## src/hdl/ceatr_pkg.sv

```systemverilog
// shared types and constants of the emulated atr builder
package ceatr_pkg;

  // atr framing bytes
  localparam logic [7:0] ATR_TS      = 8'h3B;
  localparam logic [7:0] ATR_T0_BASE = 8'h80;
  localparam logic [7:0] ATR_TD1     = 8'h80;
  localparam logic [7:0] ATR_TD2     = 8'h01;
  localparam logic [7:0] ATR_T0_ATQB = 8'h88;

  // t0 interface byte flags of the ats
  localparam int unsigned TA_BIT = 6;
  localparam int unsigned TB_BIT = 5;
  localparam int unsigned TC_BIT = 4;

  // atqb frame facts
  localparam logic [7:0] ATQB_LEN      = 8'd7;
  localparam logic [7:0] ATQB_LAST_POS = 8'd6;
  localparam logic [8:0] ATQB_TOTAL    = 9'd13;

  // ats frame facts
  localparam logic [7:0] ATS_MIN_LEN   = 8'd2;
  localparam logic [2:0] HIST_START_RST = 3'd2;
  localparam logic [8:0] ATR_HDR_TOTAL = 9'd5;

  // source kinds
  localparam logic KIND_ATS  = 1'b0;
  localparam logic KIND_ATQB = 1'b1;

  // run descriptor sizing
  localparam int unsigned RUN_MAX   = 5;
  localparam int unsigned RUN_CNT_W = 3;

  // default depth of the run queue
  localparam int unsigned QUEUE_DEPTH = 4;

  typedef struct packed {
    logic       action;
    logic       frame_start;
    logic [7:0] data_byte;
    logic [7:0] card_id;
  } in_item_t;

  typedef struct packed {
    logic [7:0] atr_byte;
    logic       atr_end;
    logic [8:0] atr_total;
    logic       run_last;
  } out_item_t;

  // all results caused by one input item
  typedef struct packed {
    logic [RUN_MAX-1:0][7:0] bytes;
    logic [RUN_CNT_W-1:0]    cnt;
    logic                    is_end;
    logic [8:0]              total;
  } run_t;

endpackage

```

## src/hdl/ceatr_front.sv

```systemverilog
// front end: frame parsing and run descriptor generation
module ceatr_front (
  input  logic                 clk,
  input  logic                 rst_n,
  input  ceatr_pkg::in_item_t  in_item,
  input  logic                 accept,
  output ceatr_pkg::run_t      run,
  output logic                 run_valid
);
  import ceatr_pkg::*;

  logic       kind_r,   kind_nxt;
  logic [7:0] pos_r,    pos_nxt;
  logic [7:0] flen_r,   flen_nxt;
  logic [2:0] hstart_r, hstart_nxt;
  logic [7:0] hcount_r, hcount_nxt;
  logic [7:0] acc_r,    acc_nxt;
  logic       fin_r,    fin_nxt;

  // frame state update and run contents
  always_comb begin
    logic [7:0] b;
    logic [7:0] pos_inc;
    logic [2:0] off;
    logic [7:0] hl;
    logic [7:0] t0;
    logic [7:0] acc_h;
    logic [7:0] acc_x;
    logic [7:0] nib;
    b          = in_item.data_byte;
    pos_inc    = pos_r + 8'd1;
    off        = HIST_START_RST + {2'b0, b[TA_BIT]} + {2'b0, b[TB_BIT]} + {2'b0, b[TC_BIT]};
    hl         = ({5'b0, off} < flen_r) ? (flen_r - {5'b0, off}) : 8'd0;
    t0         = ATR_T0_BASE | hl;
    acc_h      = t0 ^ ATR_TD1 ^ ATR_TD2;
    acc_x      = acc_r ^ b;
    nib        = {4'b0, in_item.card_id[7:4]};
    kind_nxt   = kind_r;
    pos_nxt    = pos_r;
    flen_nxt   = flen_r;
    hstart_nxt = hstart_r;
    hcount_nxt = hcount_r;
    acc_nxt    = acc_r;
    fin_nxt    = fin_r;
    run        = '0;
    if (in_item.frame_start) begin
      kind_nxt   = in_item.action;
      pos_nxt    = 8'd0;
      fin_nxt    = 1'b0;
      hstart_nxt = HIST_START_RST;
      hcount_nxt = 8'd0;
      if (in_item.action == KIND_ATS) begin
        flen_nxt = b;
        // too short for t0: empty historical part right away
        if (b < ATS_MIN_LEN) begin
          run.bytes[0] = ATR_TS;
          run.bytes[1] = ATR_T0_BASE;
          run.bytes[2] = ATR_TD1;
          run.bytes[3] = ATR_TD2;
          run.bytes[4] = ATR_T0_BASE ^ ATR_TD1 ^ ATR_TD2;
          run.cnt      = 3'd5;
          run.is_end   = 1'b1;
          run.total    = ATR_HDR_TOTAL;
          acc_nxt      = ATR_T0_BASE ^ ATR_TD1 ^ ATR_TD2;
          fin_nxt      = 1'b1;
        end
      end else begin
        flen_nxt     = ATQB_LEN;
        run.bytes[0] = ATR_TS;
        run.bytes[1] = ATR_T0_ATQB;
        run.bytes[2] = ATR_TD1;
        run.bytes[3] = ATR_TD2;
        run.bytes[4] = b;
        run.cnt      = 3'd5;
        acc_nxt      = ATR_T0_ATQB ^ ATR_TD1 ^ ATR_TD2 ^ b;
      end
    end else if (!fin_r) begin
      pos_nxt = pos_inc;
      if (kind_r == KIND_ATS) begin
        if (pos_inc == 8'd1) begin
          // t0 byte: skip interface bytes, emit header
          hstart_nxt   = off;
          hcount_nxt   = hl;
          acc_nxt      = acc_h;
          run.bytes[0] = ATR_TS;
          run.bytes[1] = t0;
          run.bytes[2] = ATR_TD1;
          run.bytes[3] = ATR_TD2;
          run.cnt      = 3'd4;
          if (hl == 8'd0) begin
            run.bytes[4] = acc_h;
            run.cnt      = 3'd5;
            run.is_end   = 1'b1;
            run.total    = ATR_HDR_TOTAL;
            fin_nxt      = 1'b1;
          end
        end else if (pos_inc >= {5'b0, hstart_r}) begin
          // historical byte, tck after the last one
          acc_nxt      = acc_x;
          run.bytes[0] = b;
          run.cnt      = 3'd1;
          if (pos_inc == flen_r - 8'd1) begin
            run.bytes[1] = acc_x;
            run.cnt      = 3'd2;
            run.is_end   = 1'b1;
            run.total    = ATR_HDR_TOTAL + {1'b0, hcount_r};
            fin_nxt      = 1'b1;
          end
        end
      end else begin
        acc_nxt      = acc_x;
        run.bytes[0] = b;
        run.cnt      = 3'd1;
        // seventh atqb byte: cid nibble and tck follow
        if (pos_inc >= ATQB_LAST_POS) begin
          acc_nxt      = acc_x ^ nib;
          run.bytes[1] = nib;
          run.bytes[2] = acc_x ^ nib;
          run.cnt      = 3'd3;
          run.is_end   = 1'b1;
          run.total    = ATQB_TOTAL;
          fin_nxt      = 1'b1;
        end
      end
    end
  end

  assign run_valid = accept && (run.cnt != '0);

  // frame state registers
  always_ff @(posedge clk) begin
    if (!rst_n) begin
      kind_r   <= KIND_ATS;
      pos_r    <= 8'd0;
      flen_r   <= 8'd0;
      hstart_r <= HIST_START_RST;
      hcount_r <= 8'd0;
      acc_r    <= 8'd0;
      fin_r    <= 1'b1;
    end else if (accept) begin
      kind_r   <= kind_nxt;
      pos_r    <= pos_nxt;
      flen_r   <= flen_nxt;
      hstart_r <= hstart_nxt;
      hcount_r <= hcount_nxt;
      acc_r    <= acc_nxt;
      fin_r    <= fin_nxt;
    end
  end

endmodule

```

## src/hdl/ceatr_queue.sv

```systemverilog
// short queue of run descriptors between front and back
module ceatr_queue #(
  parameter int unsigned DEPTH = ceatr_pkg::QUEUE_DEPTH
) (
  input  logic            clk,
  input  logic            rst_n,
  input  logic            wr_en,
  input  ceatr_pkg::run_t wr_data,
  output logic            full,
  input  logic            rd_en,
  output ceatr_pkg::run_t rd_data,
  output logic            rd_valid
);
  import ceatr_pkg::*;

  localparam int unsigned PTR_W = (DEPTH > 1) ? $clog2(DEPTH) : 1;
  localparam int unsigned CNT_W = $clog2(DEPTH + 1);
  localparam logic [PTR_W-1:0] PTR_LAST = PTR_W'(DEPTH - 1);
  localparam logic [CNT_W-1:0] CNT_FULL = CNT_W'(DEPTH);

  run_t             mem_r [DEPTH];
  logic [PTR_W-1:0] wr_ptr_r, wr_ptr_nxt;
  logic [PTR_W-1:0] rd_ptr_r, rd_ptr_nxt;
  logic [CNT_W-1:0] count_r,  count_nxt;

  assign full     = (count_r == CNT_FULL);
  assign rd_valid = (count_r != '0);
  assign rd_data  = mem_r[rd_ptr_r];

  // pointer and fill count
  always_comb begin
    wr_ptr_nxt = wr_ptr_r;
    rd_ptr_nxt = rd_ptr_r;
    count_nxt  = count_r;
    if (wr_en) begin
      wr_ptr_nxt = (wr_ptr_r == PTR_LAST) ? '0 : wr_ptr_r + PTR_W'(1);
    end
    if (rd_en) begin
      rd_ptr_nxt = (rd_ptr_r == PTR_LAST) ? '0 : rd_ptr_r + PTR_W'(1);
    end
    if (wr_en && !rd_en) begin
      count_nxt = count_r + CNT_W'(1);
    end else if (!wr_en && rd_en) begin
      count_nxt = count_r - CNT_W'(1);
    end
  end

  always_ff @(posedge clk) begin
    if (!rst_n) begin
      wr_ptr_r <= '0;
      rd_ptr_r <= '0;
      count_r  <= '0;
    end else begin
      wr_ptr_r <= wr_ptr_nxt;
      rd_ptr_r <= rd_ptr_nxt;
      count_r  <= count_nxt;
    end
  end

  // storage
  always_ff @(posedge clk) begin
    if (wr_en) begin
      mem_r[wr_ptr_r] <= wr_data;
    end
  end

endmodule

```

## src/hdl/ceatr_back.sv

```systemverilog
// back end: plays each run out one atr byte at a time
module ceatr_back (
  input  logic                 clk,
  input  logic                 rst_n,
  input  ceatr_pkg::run_t      q_data,
  input  logic                 q_valid,
  output logic                 q_pop,
  output ceatr_pkg::out_item_t out_item,
  output logic                 empty,
  input  logic                 pop
);
  import ceatr_pkg::*;

  run_t                 cur_r;
  logic                 valid_r;
  logic [RUN_CNT_W-1:0] idx_r;
  logic                 last;
  logic                 take;

  assign last  = (idx_r == cur_r.cnt - RUN_CNT_W'(1));
  assign take  = !valid_r || (pop && last);
  assign q_pop = take && q_valid;
  assign empty = !valid_r;

  // result fields of the current byte
  always_comb begin
    out_item.atr_byte  = cur_r.bytes[idx_r];
    out_item.run_last  = last;
    out_item.atr_end   = cur_r.is_end && last;
    out_item.atr_total = (cur_r.is_end && last) ? cur_r.total : 9'd0;
  end

  // control state
  always_ff @(posedge clk) begin
    if (!rst_n) begin
      valid_r <= 1'b0;
      idx_r   <= '0;
    end else if (take) begin
      valid_r <= q_valid;
      idx_r   <= '0;
    end else if (pop) begin
      idx_r   <= idx_r + RUN_CNT_W'(1);
    end
  end

  // current run descriptor
  always_ff @(posedge clk) begin
    if (q_pop) begin
      cur_r <= q_data;
    end
  end

endmodule

```

## src/hdl/contactless_emulated_atr_builder.sv

```systemverilog
// top level of the emulated contact atr builder
// an item's atr bytes are registered in the run queue, then in the back end
// throughput: one input byte per cycle unless full; one atr byte per cycle
//   out unless empty, up to five per byte in, run queue of QUEUE_DEPTH runs
// reset: synchronous, empties queue and output, parser waits for a frame start
module contactless_emulated_atr_builder #(
  parameter int unsigned QUEUE_DEPTH = ceatr_pkg::QUEUE_DEPTH
) (
  input  logic                 clk,
  input  logic                 rst_n,
  input  ceatr_pkg::in_item_t  in_item,
  input  logic                 push,
  output logic                 full,
  output ceatr_pkg::out_item_t out_item,
  output logic                 empty,
  input  logic                 pop
);
  import ceatr_pkg::*;

  run_t run;
  logic run_valid;
  run_t q_data;
  logic q_valid;
  logic q_pop;
  logic accept;

  assign accept = push && !full;

  // parser
  ceatr_front u_front (
    .clk       (clk),
    .rst_n     (rst_n),
    .in_item   (in_item),
    .accept    (accept),
    .run       (run),
    .run_valid (run_valid)
  );

  // run queue
  ceatr_queue #(
    .DEPTH (QUEUE_DEPTH)
  ) u_queue (
    .clk      (clk),
    .rst_n    (rst_n),
    .wr_en    (run_valid),
    .wr_data  (run),
    .full     (full),
    .rd_en    (q_pop),
    .rd_data  (q_data),
    .rd_valid (q_valid)
  );

  // byte sequencer
  ceatr_back u_back (
    .clk      (clk),
    .rst_n    (rst_n),
    .q_data   (q_data),
    .q_valid  (q_valid),
    .q_pop    (q_pop),
    .out_item (out_item),
    .empty    (empty),
    .pop      (pop)
  );

endmodule
```

## config.mk

```make
export PLATFORM = sky130hd
export DESIGN_NAME = contactless_emulated_atr_builder
export DESIGN_NICKNAME = d
export VERILOG_FILES = /design/src/hdl/ceatr_pkg.sv /design/src/hdl/ceatr_front.sv /design/src/hdl/ceatr_queue.sv /design/src/hdl/ceatr_back.sv /design/src/hdl/contactless_emulated_atr_builder.sv
export SDC_FILE = /design/constraint.sdc
export NUM_CORES = 1
export LEC_CHECK = 0
export ABC_AREA = 1
export BUFFER_PORTS_ARGS = -buffer_cell sky130_fd_sc_hd__buf_2
export CORE_AREA = 2 2 162 179
export CTS_CLUSTER_SIZE = 40
export DETAILED_ROUTE_END_ITERATION = 8
export DIE_AREA = 0 0 164 181
export SLEW_MARGIN = 20
export SYNTH_ARGS = -nofsm -noshare
export SYNTH_HDL_FRONTEND = slang
export SYNTH_SLANG_ARGS = --single-unit
```

## constraint.sdc

```tcl
create_clock -name clk -period 6.7 [get_ports clk]
set_input_delay 0.335 -clock clk [delete_from_list [all_inputs] [get_ports clk]]
set_output_delay 0.335 -clock clk [all_outputs]
set_load 0.02 [all_outputs]
```

==> results of run 1 <==
## routing by layer
layer,vias to the layer above,track usage
met3,37,0.02617
li1,4285,-
met5,-,0
met2,185,0.3208
met1,4120,0.2806
met4,0,0.04491
## per-stage QoR
| stage | hold WS [ns] | instance area (um2) | instances |
|---|---|---|---|
| 2_1_floorplan | 0.4329 | 12360 | 1226 |
| 3_3_place_gp | 0.4536 | 12920 | 1591 |
| 3_5_place_dp | 0.4549 | 12920 | 1591 |
| 6_report | 0.1221 | 13820 | 1641 |
| 5_1_grt | 0.1170 | 13820 | 1641 |
| 4_1_cts | 0.09390 | 13820 | 1641 |
## kinds of logic after synthesis
group / count (synthesis) / share of synthesized area
AOI/OAI and AO/OA: 276 / 0.1238
xor gates and xnor gates: 19 / 0.01346
adders and majority gates: 25 / 0.02713
buffers and inverters: 174 / 0.05466
DFF: 273 / 0.6244
and+or+nand+nor: 459 / 0.1566
## state kept, by name (all words and copies together) (netlist names), 3 cells and up
name and cells:
u_front.hcount_r 8, u_queue.count_r 3, u_back.cur_r 45, u_front.acc_r 8
u_back.idx_r 3, u_queue.mem_r 180, u_front.pos_r 8, u_front.hstart_r 3
u_front.flen_r 8
## final timing paths
| check | cells past startpoint | to |
|---|---|---|
| min reg2reg | 2 | u_front.hstart_r[2] |
| max reg2reg | 16 | u_queue.count_r[1] |
| min | 3 | u_front.flen_r[3] |
| max | 16 | u_queue.count_r[1] |
## report_power, final
group | total (mW) | switching, mW | internal, mW
clock network | 1.52 | 0.625 | 0.900
logic | 1.40 | 0.984 | 0.415
registers | 2.29 | 0.0942 | 2.20
total | 5.22 | 1.70 | 3.51
## cell usage in the layout (no fill, tap or decap), types with 7 or more instances in the layout
cell type  instances
inv_1            118
buf_4             10
xnor2_1            8
nand3_1           43
xor2_1            11
clkbuf_16         27
dfxtp_1           47
a31oi_1            7
edfxtp_1         225
nor3_1            10
nand2_1          178
buf_2             38
clkinv_1          11
clkbuf_1           7
ha_1              22
a21oi_1           56
or2_2              8
o22ai_1           46
o211ai_1          11
nor2_1           186
o21ai_0          137
o31ai_1            7
nand4_1            8
## tightest hold or removal path: stages
cell and delay, ns:
buf_2 0.14, nand2_1 0.07, a21oi_1 0.06
## final cells by class
type	instances	area (um2)
clock inverter	16	192.7
fill	2509	13970
timing repair buffer	48	265.3
sequential	273	7719
inverter	128	481.7
clock buffer	34	701.9
multi-input combinational	779	4005
tap	363	454.2
==> impl_metrics.ini, run 1 <==
[detailed_routing]
wl_per_cell_um = 17.55
drc_errors = 0
route.vias.total = 8627
drtIter0Drc = 640
wirelength_um = 28810
dr_wl_met2_um = 13550
met3WireLength_um = 1287
topRoutingLayerUsed = met4
drt-pass1-iter-count = 5
met1_length_um = 13520
antenna_left = 0
drt-vias-per-instance = 5.257

[yosys]
synthTopCellsByCount = edfxtp_1, nor2_1, nand2_1, o21ai_0, inv_1
ys_ff_latch = 273
synth_area_leader_cell = edfxtp_1
synth_most_common_cell = edfxtp_1
synth.distinct_cells = 41
synth-seq-area-share = 0.6244
ys.flop_type = edfxtp_1
ys_top_cells_by_area = edfxtp_1, dfxtp_1, nor2_1, o21ai_0, nand2_1
synthesis.nets = 1273
yosysWarningCount = 0
synth_cells = 1226
async_flop_share = 0
avgSynthCellArea_um2 = 10.08
synth-edff-count = 225
syn_area_um2 = 12360
netlist.area_leader.share = 0.5466

[floorplanning]
coreArea_um2 = 27790
die_h_um = 181
die-width_um = 164
initial_core_util = 0.4448
io_pins = 43
num_rows = 64
die_area_um2 = 29680

[worst_setup_path]
crit_fanout = 16
crit_top_cell = ha_1
cp-startpoint = u_front.pos_r[0]
critPathKind = reg -> reg
cp_cell_sequence = inv_2 > ha_1 > ha_1 > o21ai_0 > nand2_1 > a21oi_1 > nand3_1 > nor2_1 > nor2_2 > nand2_2 > inv_2 > ha_1 > inv_1 > fa_1 > o21ai_0 > a21oi_1
rr_startpoint = u_front.pos_r[0]
path_buf_inv = 3
r2r_slack_ns = 2.90
critPathMaxStageDelay_ns = 0.53
startpoint_type = flip-flop
critical_path_arrival_ns = 4.21
path_delay_family = adder cells
cp-end-kind = flip-flop
slowest_stage = dfxtp_1
crit_required_ns = 7.12

[placed_design]
place_congestion = 0.9078
io_buffer_count = 38
pre_cts_ws_ns = 2.898
dpl.hpwl_um = 18190

[sta]
drv_slew = 0
skew_ns = 0.01200
rsz0062_at_grt = no
fmax_ghz = 0.2634
timing.final.crit_share = 0.5666
finalHoldViolations = 0
min_period_ns = 3.796
max_slew_margin = 0.3700
fin_ws_ns = 2.904
setup_viol = 0
finalSetupTns_ns = 0
tightestPinTransition_ns = 0.9392

[hold_path]
min_from = in_item[11]
hold_path_class = in -> reg

[pwr]
max-vdd-ir-drop_mv = 0.1788
p_leak_nw = 5.260
power_density_nw_per_um2 = 377.5
total_power_mw = 5.217

[global_routing]
antenna_found_initial = 0
overflow = 0
grt_usage = 0.1967
grt_pass1_wl_um = 45690
grt_pass1_vias = 8347
grt_max_degree = 94

[layout]
layout-drive-gt1-share = 0.09781
layout.nets = 1304
final_util = 0.4973
antenna_cells = 0
area_growth_pct = 11.80

[clocking]
ctsResizeCount = 0
path_clk_slew_ns = 0.06
clockBufferDepth = 3
clock-sinks = 273
htreeDepth = 1
cts_buffers = 27
clock-root-buffer = clkbuf_16
cts_tree = yes
clk_latency_ns = 0.54
postCtsHoldBufs = 0
cts_setup_buffers = 0

[run]
maxCapViolCount = 0

[status]
status = complete, no violations
(Power assumes the default switching activity.)
==> run 2: changes to the inputs <==
--- a/config.mk
+++ b/config.mk
@@ -5,12 +5,12 @@
 export SDC_FILE = /design/constraint.sdc
 export NUM_CORES = 1
 export LEC_CHECK = 0
-export ABC_AREA = 1
+export ABC_AREA = 0
 export BUFFER_PORTS_ARGS = -buffer_cell sky130_fd_sc_hd__buf_2
-export CORE_AREA = 2 2 162 179
+export CORE_AREA = 2 2 160 178
 export CTS_CLUSTER_SIZE = 40
 export DETAILED_ROUTE_END_ITERATION = 8
-export DIE_AREA = 0 0 164 181
+export DIE_AREA = 0 0 162 180
 export SLEW_MARGIN = 20
 export SYNTH_ARGS = -nofsm -noshare
 export SYNTH_HDL_FRONTEND = slang
==> constraint.sdc (replaced) <==
create_clock -name clk -period 3.9 [get_ports clk]
set_input_delay 0.195 -clock clk [delete_from_list [all_inputs] [get_ports clk]]
set_output_delay 0.195 -clock clk [all_outputs]
set_load 0.02 [all_outputs]
==> impl_metrics.ini, run 2 <==
[yosys]
netlist.area_leader.share = 0.5572
synthTopCellsByCount = edfxtp_1, nor2_1, nand2_1, a21oi_1, dfxtp_1
ys_ff_latch = 273
synth-seq-area-share = 0.6365
synth_area_leader_cell = edfxtp_1
synth.distinct_cells = 66
synth_cells = 874
async_flop_share = 0
synthesis.nets = 921
avgSynthCellArea_um2 = 13.87
ys.flop_type = edfxtp_1
synth-edff-count = 225
yosysWarningCount = 0
synth_most_common_cell = edfxtp_1
syn_area_um2 = 12130
ys_top_cells_by_area = edfxtp_1, mux4_2, dfxtp_1, nor2_1, ha_1

[detailed_routing]
route.vias.total = 7347
wl_per_cell_um = 20.00
wirelength_um = 26920
drtIter0Drc = 477
drt-pass1-iter-count = 7
drt-vias-per-instance = 5.458
drc_errors = 0
antenna_left = 0

[placed_design]
io_buffer_count = 38
place_congestion = 0.8840
pre_cts_ws_ns = -0.2053
dpl.hpwl_um = 18870

[clocking]
htreeDepth = 1
clockBufferDepth = 3
path_clk_slew_ns = 0.06
cts_tree = yes
clock-root-buffer = clkbuf_16
cts_buffers = 28
clock-sinks = 273
clk_latency_ns = 0.54

[layout]
largest_reg_flops = 180
final_common_cell = edfxtp_1
final_cell_mix = edfxtp_1, nor2_1, nand2_1
area_growth_pct = 17.55
reg_top3 = u_queue.mem_r: 180 flops, u_back.cur_r: 45 flops
layout.nets = 1009
layout-drive-gt1-share = 0.2269
antenna_cells = 0
regMostFlops = u_queue.mem_r

[sta]
max_slew_margin = 0.3455
drv_slew = 0
fin_ws_ns = 0.1859
finalHoldViolations = 0
skew_ns = 0.02247
setup_viol = 0
fmax_ghz = 0.2692
rsz0062_at_grt = no
timing.final.crit_share = 0.9523
tightestPinTransition_ns = 0.9817
finalSetupTns_ns = 0
min_period_ns = 3.714

[status]
status = complete, no violations

[worst_setup_path]
path_buf_inv = 4
startpoint_type = flip-flop
cp_cell_sequence = inv_2 > ha_4 > fa_2 > nor2b_4 > or4b_4 > a21boi_2 > o21ai_2 > nor4_4 > o31ai_2 > a21oi_2 > buf_4 > buf_4 > and2_2 > buf_12
crit_fanout = 20
path_delay_family = simple AND/OR/NAND/NOR gates
crit_top_cell = buf_4
critPathKind = reg -> reg
critical_path_arrival_ns = 3.96
critPathMaxStageDelay_ns = 0.47
cp-end-kind = flip-flop
crit_required_ns = 4.14
slowest_stage = or4b_4

[global_routing]
use_met2 = 0.3164
grt_max_degree = 49
grt_pass1_wl_um = 42110
grt_pass1_vias = 7331
overflow = 0
antenna_found_initial = 0
busiest_layer = met2
grtUsageMet3 = 0.02538
grt_usage = 0.1868
use_met1 = 0.2496

[floorplanning]
initial_core_util = 0.4428
num_rows = 64
die_h_um = 180
die-width_um = 162
io_pins = 43
coreArea_um2 = 27390
die_area_um2 = 29160

[pwr]
internal_power_mw = 6.215
swShare = 0.2794
max-vdd-ir-drop_mv = 0.3315
p_leak_nw = 5.096
power_density_nw_per_um2 = 605.1
p_switching_mw = 2.410
p_comb_frac = 0.218
p_seq_frac = 0.457
clockPowerShare = 0.325

[run]
maxCapViolCount = 0

[hold_path]
hold_path_class = in -> reg
==> run 2: changes by cell type in the layout (fill, tap and decap cells not counted), sizes merged, moves of 49 or more <==
cell,delta
buf,+49
inv,-97
nand2,-133
nor2,-106
o21ai,-99
==> run 2: worst register-to-register path, cell delays in order (launching register included) <==
cell	delay, ns
dfxtp_4	0.35
inv_2	0.05
ha_4	0.17
fa_2	0.41
nor2b_4	0.13
or4b_4	0.47
a21boi_2	0.16
o21ai_2	0.09
nor4_4	0.27
o31ai_2	0.09
a21oi_2	0.29
buf_4	0.17
buf_4	0.26
and2_2	0.31
buf_12	0.19
==> run 2: final cells by class <==
type	count	area, um2
Fill cell	2323	13130
Sequential cell	273	7729
Multi-Input combinational cell	537	4225
Timing Repair Buffer	99	778.2
Clock buffer	31	733.2
Tap cell	363	454.2
Clock inverter	20	247.7
Inverter	23	86.33
==> run 2: power groups by stage <==
stage,sequential (mW),clock (mW),combinational (mW)
floorplan,3.84,0,1.41
global placement,4.00,0,1.86
detailed placement,4.02,0,1.88
CTS,3.96,2.87,1.88
global route,4.00,2.98,2.06
finish,3.94,2.80,1.88
==> run 2: worst paths after layout <==
check                         start              endpoint  slack, ns  cells past startpoint
setup / recovery  u_front.flen_r[0]  u_queue.mem_r[2][15]       0.19                     14
hold / removal          in_item[10]     u_front.flen_r[2]       0.03                      3
setup reg to reg  u_front.flen_r[0]  u_queue.mem_r[2][15]       0.19                     14
hold reg to reg    u_front.acc_r[7]      u_front.acc_r[7]       0.49                      2
==> run 2: kinds of logic after synthesis <==
kind of cell	count (synthesis)	share of synthesized area
DFF	273	0.6365
and+or+nand+nor	258	0.1050
AOI/OAI and AO/OA	143	0.07451
buffers and inverters	64	0.02208
muxes	63	0.09844
xor gates and xnor gates	48	0.03581
adders and majority gates	25	0.02765
==> run 2: through the flow <==
stage | total power, mW | util | cell area [um2] | hold slack (ns) | std cells
2_1_floorplan | 5.243 | - | 12180 | 0.2712 | 874
3_5_place_dp | 5.893 | 0.4817 | 13190 | 0.4804 | 1290
5_1_grt | 9.043 | 0.5205 | 14250 | 0.05540 | 1346
4_1_cts | 8.705 | 0.5182 | 14190 | 0.02632 | 1343
3_3_place_gp | 5.865 | 0.4817 | 13190 | 0.4735 | 1290
6_report | 8.625 | 0.5205 | 14250 | 0.03479 | 1346
==> run 2: per-layer routing <==
layer  share of wire  routed length, um
met2            0.49              13270
met4           0.030                808
met1            0.43              11670
met5               0                  0
met3           0.043               1169
==> run 2: timing repair <==
item                       CTS  global route
setup endpoints to repair    0            12
resized for setup            0            11
hold buffers                 2             0
setup buffers                0             3
hold endpoints to repair     3             0
==> run 3: changes to the inputs <==
--- a/config.mk
+++ b/config.mk
@@ -11,6 +11,7 @@
 export CTS_CLUSTER_SIZE = 40
 export DETAILED_ROUTE_END_ITERATION = 8
 export DIE_AREA = 0 0 162 180
+export RECOVER_POWER = 25
 export SLEW_MARGIN = 20
 export SYNTH_ARGS = -nofsm -noshare
 export SYNTH_HDL_FRONTEND = slang
==> impl_metrics.ini, run 3 (synthesis gave the netlist of run 2 again) <==
[detailed_routing]
drtIter0Drc = 435
antenna_left = 0
drt-pass1-iter-count = 5
route.vias.total = 7350
drt-vias-per-instance = 5.461
wl_per_cell_um = 20.04
wirelength_um = 26970
drc_errors = 0

[sta]
max_slew_margin = -0.1560
timing.final.crit_share = 0.9534
drv_slew = 82
setup_viol = 0
skew_ns = 0.02216
rsz0062_at_grt = no
min_period_ns = 3.718
tightestPinTransition_ns = 1.734
fmax_ghz = 0.2689
finalSetupTns_ns = 0
finalHoldViolations = 0

[worst_setup_path]
cp-endpoint = u_queue.mem_r[2][15]
cp_cell_sequence = inv_2 > ha_4 > fa_2 > nor2b_4 > or4b_4 > a21boi_2 > o21ai_2 > nor4_4 > o31ai_2 > a21oi_2 > buf_4 > buf_4 > and2_2 > buf_12
critPathKind = reg -> reg
critical_path_arrival_ns = 3.96
reg2reg_depth = 14
cp-startpoint = u_front.flen_r[0]
crit_required_ns = 4.14
rr_startpoint = u_front.flen_r[0]
critPathMaxStageDelay_ns = 0.47
slowest_stage = or4b_4
startpoint_type = flip-flop
r2r_end = u_queue.mem_r[2][15]
cp-end-kind = flip-flop
crit_fanout = 20
r2r_slack_ns = 0.18
crit_top_cell = buf_4

[layout]
layout.cells.non_filler = 1346
final_common_cell = edfxtp_1
antenna_cells = 0
fillers = 2335
layout.nets = 1009
seq_area_um2 = 7726
multi_input_area_um2 = 4225
area_growth_pct = 17.21
final_cell_mix = edfxtp_1, nor2_1, nand2_1
layout-drive-gt1-share = 0.2035
final_util = 0.5190
reg_top3 = u_queue.mem_r: 180 flops, u_back.cur_r: 45 flops
largest_reg_flops = 180
regMostFlops = u_queue.mem_r

[floorplanning]
die_area_um2 = 29160
initial_core_util = 0.4428
io_pins = 43
num_rows = 64
coreArea_um2 = 27390
die-width_um = 162
die_h_um = 180

[global_routing]
grt_pass1_wl_um = 42110
grt_usage = 0.1868
overflow = 0
antenna_found_initial = 0
grt_max_degree = 49
grt_pass1_vias = 7331

[run]
maxCapViolCount = 2

[pwr]
max-vdd-ir-drop_mv = 0.3337
power_density_nw_per_um2 = 605.1
p_leak_nw = 5.012

[status]
violations = max-capacitance violations, max-slew violations
status = complete, but fails checks

[clocking]
clk_latency_ns = 0.54
cts_tree = yes
clockBufferDepth = 3
path_clk_slew_ns = 0.06
clock-root-buffer = clkbuf_16
clock-sinks = 273
cts_buffers = 28
htreeDepth = 1

[placed_design]
place_congestion = 0.8840
io_buffer_count = 38
place_inst = 1290
dpl.hpwl_um = 18870

[hold_path]
hold_path_class = in -> reg
[run 3: cell count changes in the layout (fill, tap and decap cells not counted), sizes merged]
cell    previous run  this run
buf               97        74
clkbuf            31        54
[run 3: per-stage QoR]
step                area [um2]  setup WS [ns]  hold WS (ns)  power (mW)
global placement         13190        -0.1635        0.4735       5.865
global route             14210        0.02126       0.05540       9.021
floorplan                12180        0.02114        0.2712       5.243
finish                   14210         0.1817       0.03535       8.600
CTS                      14190        0.08641       0.02632       8.705
detailed placement       13190        -0.2053        0.4804       5.893
[run 3: cell type report]
class | instances | share of cell area
timing repair buffer | 99 | 0.05203
clock buffer | 31 | 0.05159
sequential | 273 | 0.5436
clock inverter | 20 | 0.01743
inverter | 23 | 0.006074
multi-input combinational | 537 | 0.2973
tap | 363 | 0.03196
[run 3: worst min path at each step]
stage | startpoint | slack, ns | to | depth (start not counted)
after floorplan | rst_n | 0.27 | u_front.fin_r | 1
after global placement | u_front.hstart_r[2] | 0.47 | u_front.hstart_r[2] | 2
after detailed placement | u_front.acc_r[7] | 0.48 | u_front.acc_r[7] | 2
after CTS | in_item[10] | 0.03 | u_front.flen_r[2] | 3
after global routing | in_item[10] | 0.06 | u_front.flen_r[2] | 3
final | in_item[10] | 0.04 | u_front.flen_r[2] | 3
[run 3: routing by layer]
metal / vias up / track usage / wire, um
met5: - / 0 / 0
met4: 0 / 0.06088 / 766
met3: 46 / 0.02538 / 1084
met2: 154 / 0.3164 / 13310
met1: 3675 / 0.2496 / 11810
li1: 3475 / - / -
[run 3: power by group]
group          internal (mW)  switching (mW)
Combinational          0.818            1.04
Clock                   1.70            1.11
Sequential              3.67           0.266
[run 3: what timing repair did]
item,in CTS,in global routing
hold endpoints to repair,3,0
resized for setup,0,11
buffers inserted,0,3
setup endpoints to repair,0,12
hold buffers,2,0
[run 3: worst max-delay path: cells and delay by family, from the launching register on]
kind            cells  cell delay, ns
compound gates      4            0.63
fa+ha+maj           2            0.58
flops               1            0.35
buf+inv             4            0.66
simple gates        4            1.17
